**config.mk**
```make
export PLATFORM = sky130hd
export DESIGN_NAME = register_write_trace_filter_top
export DESIGN_NICKNAME = d
export VERILOG_FILES = /design/src/design/rwtf_pkg.sv /design/src/design/register_write_trace_filter_top.sv
export SDC_FILE = /design/constraint.sdc
export NUM_CORES = 2
export LEC_CHECK = 0
export ABC_AREA = 1
export ABC_CLOCK_PERIOD_IN_PS = 9020
export BUFFER_PORTS_ARGS = -buffer_cell sky130_fd_sc_hd__buf_2
export CAP_MARGIN = 30
export CORE_ASPECT_RATIO = 1.2
export CORE_UTILIZATION = 54
export DETAILED_ROUTE_END_ITERATION = 16
export MAX_ROUTING_LAYER = met4
export PLACE_DENSITY_LB_ADDON = 0.05
export SETUP_SLACK_MARGIN = 0.05
export SKIP_CTS_REPAIR_TIMING = 1
export SYNTH_ARGS = -nofsm -noshare
export SYNTH_HDL_FRONTEND = slang
export SYNTH_SLANG_ARGS = --single-unit
```
**constraint.sdc**
```tcl
create_clock -name i_clk -period 9.02 [get_ports i_clk]
set_input_delay 1.353 -clock i_clk [delete_from_list [all_inputs] [get_ports i_clk]]
set_output_delay 1.353 -clock i_clk [all_outputs]
set_load 0.05 [all_outputs]
```
**src/design/rwtf_pkg.sv**
```systemverilog
// Register write trace filter: shared types and constants.
// No dependencies; imported by the top level and its checker.
`timescale 1ns / 1ps
`default_nettype none

package rwtf_pkg;

    localparam int SHADOW_DEPTH = 256;
    localparam int ADDR_W       = $clog2(SHADOW_DEPTH);
    localparam int ROW_W        = ADDR_W - 1;
    localparam int POS_W        = 17;

    localparam logic [2:0] MODE_REG        = 3'd0;
    localparam logic [2:0] MODE_PITCH      = 3'd1;
    localparam logic [2:0] MODE_LOOP       = 3'd2;
    localparam logic [2:0] MODE_BEGIN      = 3'd3;
    localparam logic [2:0] MODE_END        = 3'd4;
    localparam logic [2:0] MODE_INIT_BEGIN = 3'd5;
    localparam logic [2:0] MODE_INIT_END   = 3'd6;

    localparam logic [7:0] FORCED_REG_A  = 8'h4C;
    localparam logic [7:0] FORCED_REG_B  = 8'h5C;
    localparam logic [7:0] END_MARKER    = 8'h9E;
    localparam logic [7:0] SINGLE_LIMIT  = 8'd128;
    localparam logic [3:0] PITCH_NIBBLE  = 4'h2;

    localparam logic [1:0] LEN_END    = 2'd1;
    localparam logic [1:0] LEN_SINGLE = 2'd2;
    localparam logic [1:0] LEN_PAIR   = 2'd3;

    localparam logic [POS_W-1:0] MAX_LOG_ENTRIES = 17'd65536;
    localparam logic [POS_W-1:0] CAP_RESET       = 17'd65536;

    typedef struct packed {
        logic [2:0]  mode;
        logic [7:0]  reg_addr;
        logic [7:0]  low_byte;
        logic [7:0]  high_byte;
        logic [30:0] sample_time;
    } t_req;

    typedef struct packed {
        logic             we;
        logic [ROW_W-1:0] row;
        logic [7:0]       data;
    } t_bank_wr;

    typedef struct packed {
        logic             accepted;
        logic             log_valid;
        logic [1:0]       entry_length;
        logic [7:0]       entry_first;
        logic [7:0]       entry_second;
        logic [7:0]       entry_third;
        logic [30:0]      entry_stamp;
        logic [15:0]      entry_index;
        logic [POS_W-1:0] loop_index;
        logic [POS_W-1:0] init_start_index;
        logic [POS_W-1:0] init_stop_index;
    } t_rslt;

endpackage

`default_nettype wire

```
**src/design/register_write_trace_filter_top.sv**
```systemverilog
// Register write trace filter, top level.
// Depends on rwtf_pkg.
`timescale 1ns / 1ps
`default_nettype none

// Takes one request per clock when the output is not stalled and returns one result per
// request from the result register. The first stage registers the request
// and reads the register shadow, kept as two 128 x 8 banks of even and odd
// addresses so that both halves of a pitch pair are read and written together. The second
// stage compares against the shadow, updates it and the log counters, and fills
// the result register. Shadow known bits are flip-flops cleared by reset, loop mark
// and begin dump, so no clearing pass follows reset. log_capacity may be written
// only while no request is in flight.
module register_write_trace_filter_top (
    input  wire logic        i_clk,
    input  wire logic        i_rst_n,
    input  wire logic        i_cfg_we,
    input  wire logic [16:0] i_cfg_wdata,
    input  wire logic        i_valid,
    output logic             o_stall,
    input  wire logic [2:0]  i_mode,
    input  wire logic [7:0]  i_reg_addr,
    input  wire logic [7:0]  i_low_byte,
    input  wire logic [7:0]  i_high_byte,
    input  wire logic [30:0] i_sample_time,
    output logic             o_valid,
    input  wire logic        i_stall,
    output logic             o_accepted,
    output logic             o_log_valid,
    output logic [1:0]       o_entry_length,
    output logic [7:0]       o_entry_first,
    output logic [7:0]       o_entry_second,
    output logic [7:0]       o_entry_third,
    output logic [30:0]      o_entry_stamp,
    output logic [15:0]      o_entry_index,
    output logic [16:0]      o_loop_index,
    output logic [16:0]      o_init_start_index,
    output logic [16:0]      o_init_stop_index
);
    import rwtf_pkg::*;

    localparam int ROWS = SHADOW_DEPTH / 2;

    logic [7:0] mem_ev [ROWS];
    logic [7:0] mem_od [ROWS];

    logic                    r_s1_vld;
    t_req                    r_req;
    logic [7:0]              r_rd_ev;
    logic [7:0]              r_rd_od;
    t_bank_wr                r_byp_ev;
    t_bank_wr                r_byp_od;
    logic [SHADOW_DEPTH-1:0] r_known;
    logic [POS_W-1:0]        r_log_pos;
    logic [POS_W-1:0]        r_loop_pos;
    logic [POS_W-1:0]        r_init_start;
    logic [POS_W-1:0]        r_init_stop;
    logic                    r_end_logged;
    logic [POS_W-1:0]        r_cap;
    logic                    r_out_vld;
    t_rslt                   r_out;

    logic                    out_free;
    logic                    move;
    logic                    accept;
    logic [ROW_W-1:0]        row;
    logic [ADDR_W-1:0]       up_addr;
    logic [7:0]              ev_val;
    logic [7:0]              od_val;
    logic [7:0]              cur_val;
    logic                    known_lo;
    logic                    known_up;
    logic                    forced;
    logic                    single_ok;
    logic                    hi_same;
    logic                    pitch_ok;
    logic [POS_W-1:0]        eff_cap;
    logic                    room;

    logic                    do_single;
    logic                    do_pair;
    logic                    emit;
    logic [1:0]              e_len;
    logic [7:0]              e_first;
    logic [7:0]              e_second;
    logic [7:0]              e_third;
    t_bank_wr                wr_ev;
    t_bank_wr                wr_od;
    logic [SHADOW_DEPTH-1:0] n_known;
    logic [POS_W-1:0]        n_log_pos;
    logic [POS_W-1:0]        n_loop_pos;
    logic [POS_W-1:0]        n_init_start;
    logic [POS_W-1:0]        n_init_stop;
    logic                    n_end_logged;
    t_rslt                   n_rslt;

    assign out_free = !r_out_vld || !i_stall;
    assign move     = r_s1_vld && out_free;
    assign o_stall  = r_s1_vld && !out_free;
    assign accept   = i_valid && !o_stall;

    assign row      = r_req.reg_addr[ADDR_W-1:1];
    assign up_addr  = {row, 1'b1};
    assign ev_val   = (r_byp_ev.we && r_byp_ev.row == row) ? r_byp_ev.data : r_rd_ev;
    assign od_val   = (r_byp_od.we && r_byp_od.row == row) ? r_byp_od.data : r_rd_od;
    assign cur_val  = r_req.reg_addr[0] ? od_val : ev_val;
    assign known_lo = r_known[r_req.reg_addr];
    assign known_up = r_known[up_addr];
    assign forced   = (r_req.reg_addr == FORCED_REG_A) || (r_req.reg_addr == FORCED_REG_B);
    assign single_ok = (r_req.reg_addr < SINGLE_LIMIT)
                       && !(known_lo && cur_val == r_req.low_byte && !forced);
    assign hi_same  = known_up && od_val == r_req.high_byte;
    assign pitch_ok = r_req.reg_addr[3:0] == PITCH_NIBBLE;
    assign eff_cap  = (r_cap > MAX_LOG_ENTRIES) ? MAX_LOG_ENTRIES : r_cap;
    assign room     = r_log_pos < eff_cap;

    always_comb begin
        do_single    = 1'b0;
        do_pair      = 1'b0;
        emit         = 1'b0;
        e_len        = '0;
        e_first      = '0;
        e_second     = '0;
        e_third      = '0;
        wr_ev        = '0;
        wr_od        = '0;
        n_known      = r_known;
        n_log_pos    = r_log_pos;
        n_loop_pos   = r_loop_pos;
        n_init_start = r_init_start;
        n_init_stop  = r_init_stop;
        n_end_logged = r_end_logged;
        n_rslt       = '0;

        case (r_req.mode)
            MODE_REG: begin
                do_single = single_ok;
            end
            MODE_PITCH: begin
                if (pitch_ok) begin
                    if (hi_same) begin
                        do_single = single_ok;
                    end else begin
                        do_pair = 1'b1;
                    end
                end
            end
            MODE_LOOP: begin
                n_loop_pos = r_log_pos;
                n_known    = '0;
            end
            MODE_BEGIN: begin
                n_log_pos    = '0;
                n_loop_pos   = '0;
                n_init_start = '0;
                n_init_stop  = '0;
                n_known      = '0;
                n_end_logged = 1'b0;
            end
            MODE_END: begin
                if (room && !r_end_logged) begin
                    emit         = 1'b1;
                    e_len        = LEN_END;
                    e_first      = END_MARKER;
                    n_end_logged = 1'b1;
                end
            end
            MODE_INIT_BEGIN: begin
                n_init_start = r_log_pos;
            end
            MODE_INIT_END: begin
                n_init_stop = r_log_pos;
            end
            default: begin
            end
        endcase

        if (do_single) begin
            n_known[r_req.reg_addr] = 1'b1;
            if (r_req.reg_addr[0]) begin
                wr_od = '{we: 1'b1, row: row, data: r_req.low_byte};
            end else begin
                wr_ev = '{we: 1'b1, row: row, data: r_req.low_byte};
            end
            if (room) begin
                emit     = 1'b1;
                e_len    = LEN_SINGLE;
                e_first  = r_req.reg_addr;
                e_second = r_req.low_byte;
            end
        end

        if (do_pair) begin
            n_known[r_req.reg_addr] = 1'b1;
            n_known[up_addr]        = 1'b1;
            wr_ev = '{we: 1'b1, row: row, data: r_req.low_byte};
            wr_od = '{we: 1'b1, row: row, data: r_req.high_byte};
            if (room) begin
                emit     = 1'b1;
                e_len    = LEN_PAIR;
                e_first  = up_addr;
                e_second = r_req.high_byte;
                e_third  = r_req.low_byte;
            end
        end

        if (emit) begin
            n_log_pos           = r_log_pos + 17'd1;
            n_rslt.log_valid    = 1'b1;
            n_rslt.entry_length = e_len;
            n_rslt.entry_first  = e_first;
            n_rslt.entry_second = e_second;
            n_rslt.entry_third  = e_third;
            n_rslt.entry_stamp  = r_req.sample_time;
            n_rslt.entry_index  = r_log_pos[15:0];
        end

        n_rslt.accepted         = do_single || do_pair;
        n_rslt.loop_index       = n_loop_pos;
        n_rslt.init_start_index = n_init_start;
        n_rslt.init_stop_index  = n_init_stop;
    end

    // Shadow banks: write on commit, read on accept.
    always_ff @(posedge i_clk) begin
        if (move && wr_ev.we) begin
            mem_ev[wr_ev.row] <= wr_ev.data;
        end
        if (move && wr_od.we) begin
            mem_od[wr_od.row] <= wr_od.data;
        end
        if (accept) begin
            r_rd_ev <= mem_ev[i_reg_addr[ADDR_W-1:1]];
            r_rd_od <= mem_od[i_reg_addr[ADDR_W-1:1]];
        end
    end

    // Hold the request and the writes that land in the same cycle as its read.
    always_ff @(posedge i_clk) begin
        if (accept) begin
            r_req    <= '{mode: i_mode, reg_addr: i_reg_addr, low_byte: i_low_byte,
                          high_byte: i_high_byte, sample_time: i_sample_time};
            r_byp_ev <= '{we: wr_ev.we && move, row: wr_ev.row, data: wr_ev.data};
            r_byp_od <= '{we: wr_od.we && move, row: wr_od.row, data: wr_od.data};
        end
        if (move) begin
            r_out <= n_rslt;
        end
    end

    always_ff @(posedge i_clk) begin
        if (!i_rst_n) begin
            r_s1_vld     <= 1'b0;
            r_out_vld    <= 1'b0;
            r_known      <= '0;
            r_log_pos    <= '0;
            r_loop_pos   <= '0;
            r_init_start <= '0;
            r_init_stop  <= '0;
            r_end_logged <= 1'b0;
            r_cap        <= CAP_RESET;
        end else begin
            if (i_cfg_we) begin
                r_cap <= i_cfg_wdata;
            end
            if (accept) begin
                r_s1_vld <= 1'b1;
            end else if (move) begin
                r_s1_vld <= 1'b0;
            end
            if (move) begin
                r_out_vld    <= 1'b1;
                r_known      <= n_known;
                r_log_pos    <= n_log_pos;
                r_loop_pos   <= n_loop_pos;
                r_init_start <= n_init_start;
                r_init_stop  <= n_init_stop;
                r_end_logged <= n_end_logged;
            end else if (!i_stall) begin
                r_out_vld <= 1'b0;
            end
        end
    end

    assign o_valid            = r_out_vld;
    assign o_accepted         = r_out.accepted;
    assign o_log_valid        = r_out.log_valid;
    assign o_entry_length     = r_out.entry_length;
    assign o_entry_first      = r_out.entry_first;
    assign o_entry_second     = r_out.entry_second;
    assign o_entry_third      = r_out.entry_third;
    assign o_entry_stamp      = r_out.entry_stamp;
    assign o_entry_index      = r_out.entry_index;
    assign o_loop_index       = r_out.loop_index;
    assign o_init_start_index = r_out.init_start_index;
    assign o_init_stop_index  = r_out.init_stop_index;

endmodule

`default_nettype wire

```
==> impl_metrics.json <==
{
  "period_needed_ps": 6870,
  "dieArea_um2": 200200,
  "wl_met1_um": 119500,
  "yosysSeqAreaShare_pct": 70.32,
  "cp_max_fo": 58,
  "synth.ff_latch_count": 2624,
  "nNetsFinal": 10687,
  "critPathCaptureType": "register",
  "first_global_vias": 73081,
  "hpwl_um": 175200,
  "ys.warnings.count": 0,
  "crit_top_cell": "nand2_1",
  "grt_max_degree": 189,
  "top_layer": "met4",
  "cts_tree": "built",
  "vias": 76144,
  "wl_met2_um": 142200,
  "syn_area_um2": 107200,
  "maxCapViolations": 0,
  "synth_top_family_by_area": "simple AND/OR/NAND/NOR gates",
  "status": "finished, final reports clean",
  "reg2reg_to": "mem_ev[6][0]",
  "slew_headroom_pct": 20.59,
  "area_growth_pct": 14.52,
  "ff2ff_path_depth": 24,
  "rows": 178,
  "holdPathStages": 2,
  "fin_crit_sh_pct": 76.17,
  "core_area_um2": 196700,
  "hp-class": "register to register",
  "synth-xor-area-share_pct": 0.1063,
  "fin_cells": 13403,
  "place_congestion": 0.9382,
  "wl_per_cell_um": 22.11,
  "grt_pass1_wl_um": 445400,
  "cts_max_path_buffers": 4,
  "whs_endpoint": "r_known[190]",
  "gr-total-overflow": 0,
  "setup_viol": 0,
  "crit_type": "register to register",
  "synth_cell_types": 38,
  "drtAntennaViolNets": 0,
  "io_buffers": 207,
  "cts.htree.levels": 5,
  "slew_viol_final": 0,
  "synth.area.mux_share_pct": 0,
  "dr.pass1.iters": 6,
  "startpoint_type": "register",
  "fin_setup_tns_ps": 0,
  "via_per_inst": 5.681,
  "critical_path_required_ps": 9560,
  "netlist_instances": 9741,
  "syn_avg_cell_area_um2": 11.00,
  "cts.sinks": 2624,
  "cellLeakagePower_nw": 47.27,
  "grt_antenna_before_repair": 9,
  "peakVddDrop_mv": 0.2360,
  "cts.root.buffer_cell": "clkbuf_16",
  "clock.fmax_ghz": 0.1456,
  "die_w_um": 408.7,
  "dp_cells": 12915,
  "wl_um": 296400,
  "drcViolationCount": 0,
  "r2r_slack_ps": 2150,
  "arrival_ps": 7410,
  "drive_gt1_share_pct": 7.472,
  "clock_latency_ps": 950,
  "rsz0062_at_grt": "false",
  "drtIter0Drc": 8616,
  "die_h_um": 490.0,
  "synthSimpleGateAreaFrac_pct": 12.76,
  "cts_buffers": 281,
  "clkTransAtPathRegs_ps": 60,
  "r2r-start": "r_req[49]",
  "worstPathCellList": "inv_2 -> nand2_1 -> nand2_1 -> inv_1 -> nand2_1 -> nor2_4 -> nand2_2 -> nand2_1 -> nand2_1 -> nand2_1 -> nand2_1 -> nor2_1 -> nand2_1 -> nor2_1 -> nand3_1 -> nand2_2 -> nand3_2 -> buf_4 -> nand2_4 -> nand2_4 -> nor2_8 -> buf_4 -> nand3_2 -> nor2_1",
  "power.density_nw_per_um2": 214.6,
  "skew_ps": 41.10,
  "final_core_util_pct": 62.40,
  "hold_violations": 0,
  "hp-start": "r_known[190]",
  "critical-path-max-stage-delay_ps": 780,
  "synth_compound_area_share_pct": 12.70,
  "wl_met3_um": 21270,
  "initial_core_util_pct": 54.49,
  "track_usage_pct": 30.09,
  "crit_slowest_cell": "edfxtp_1",
  "ios": 208,
  "synth-adder-area-share_pct": 0.1985,
  "worst_pin_slew_ps": 1184
}
-- area by class of cell --
class                   instances  area [um2]
flip-flops and latches       2624       75350
clock inverters               121        1222
repair buffers                349        2516
multi-input cells            6927       31180
inverters                     407        1569
diodes                          6       15.01
clock buffers                 359        7591
well taps                    2610        3266
fillers                     16061       73950
-- placed cells by master (no fill, tap or decap), drive strengths merged, types with 36 or more instances in the layout --
| cell | instances |
|---|---|
| nor3 | 75 |
| nor2 | 1706 |
| o21ai | 1521 |
| buf | 349 |
| o22ai | 699 |
| o32ai | 36 |
| edfxtp | 2280 |
| dfxtp | 344 |
| conb | 896 |
| clkbuf | 359 |
| clkinv | 89 |
| a21oi | 244 |
| nand2 | 1487 |
| inv | 407 |
| nand3 | 177 |
-- worst max path at each step --
stage	cells after the start	to	slack, ps	start
after floorplan	17	mem_od[0][0]	860	r_req[49]
after global placement	24	mem_ev[62][4]	2350	r_req[49]
after detailed placement	24	mem_ev[6][1]	2200	r_req[49]
after CTS	24	mem_ev[6][1]	2180	r_req[49]
after global routing	24	mem_ev[6][7]	1680	r_req[49]
final	24	mem_ev[6][0]	2150	r_req[49]
-- registers in the layout, indices dropped and copies added, names as in the netlist, 8 cells and up --
name and flops:
o_loop_index 17, o_entry_index 16, r_rd_ev 8, r_rd_od 8
r_known 256, r_byp_ev 16, r_init_start 17, r_log_pos 17
mem_ev 1024, r_cap 17, r_byp_od 16, r_req 58
r_loop_pos 17, r_init_stop 17, o_entry_third 8, o_entry_first 8
o_init_start_index 17, o_entry_second 8, o_entry_stamp 31, o_init_stop_index 17
mem_od 1024
-- cell usage after synthesis (all sizes together) --
master	n	area [um2]
a211oi	2	15.01
nor3b	1	7.510
edfxtp	2280	68470
buf	108	525.5
clkinv	8	30.03
o22ai	699	4373
nand4	19	133.9
nor2	1706	6457
conb	1	3.750
nor4	7	43.79
clkbuf	570	2140
o21ai	1521	7612
dfxtp	344	6887
o31ai	6	45.04
a21oi	244	1221
o32ai	36	315.3
a21boi	2	15.01
nand2	1487	5619
o21a	1	7.510
and2	2	12.51
xor2	9	78.83
inv	399	1498
nand3b	15	112.6
xnor2	4	35.03
nor3	75	375.4
ha	17	212.7
o211ai	1	7.510
nand3	177	905.9
-- critical path, delay by kind of cell (launching register included) --
family,cells,cell delay (ps)
buffers and inverters,4,1400
flip-flops,1,780
AND/OR/NAND/NOR,20,4260
-- metal layers --
metal  up-vias  GRT usage [%]
li1      35263              -
met4         0          12.76
met3       633          4.452
met2      3059          47.86
met5         -              -
met1     37189          38.68
-- stage by stage --
step / hold slack, ps / setup WS (ps) / power [W] / cell area, um2
3_3_place_gp: 425.5 / 2348 / 0.01531 / 113700
4_1_cts: 439.3 / 2181 / 0.02650 / 122700
6_report: 437.2 / 2150 / 0.02633 / 122700
3_5_place_dp: 428.7 / 2201 / 0.01534 / 113800
2_1_floorplan: 418.4 / 855.4 / 0.01475 / 110500
5_1_grt: 456.7 / 1682 / 0.02710 / 122700
-- where the power goes --
part / total, W / switching, W / internal, W
Combinational: 0.00166 / 0.00126 / 0.000396
Sequential: 0.0134 / 0.0000784 / 0.0134
Clock: 0.0112 / 0.00461 / 0.00662
Total: 0.0263 / 0.00595 / 0.0204
-- cells by family (layout without fill, tap and decap cells) --
kind of cell,Yosys count,in the layout
AND/OR/NAND/NOR,3489,3489
AO/OA/AOI/OAI,2512,2512
other,1,902
adder cells (fa/ha/maj),17,17
flip-flops,2624,2624
buffers and inverters,1085,1236
XOR/XNOR,13,13
Note: power is estimated with default switching activity, not from simulation.
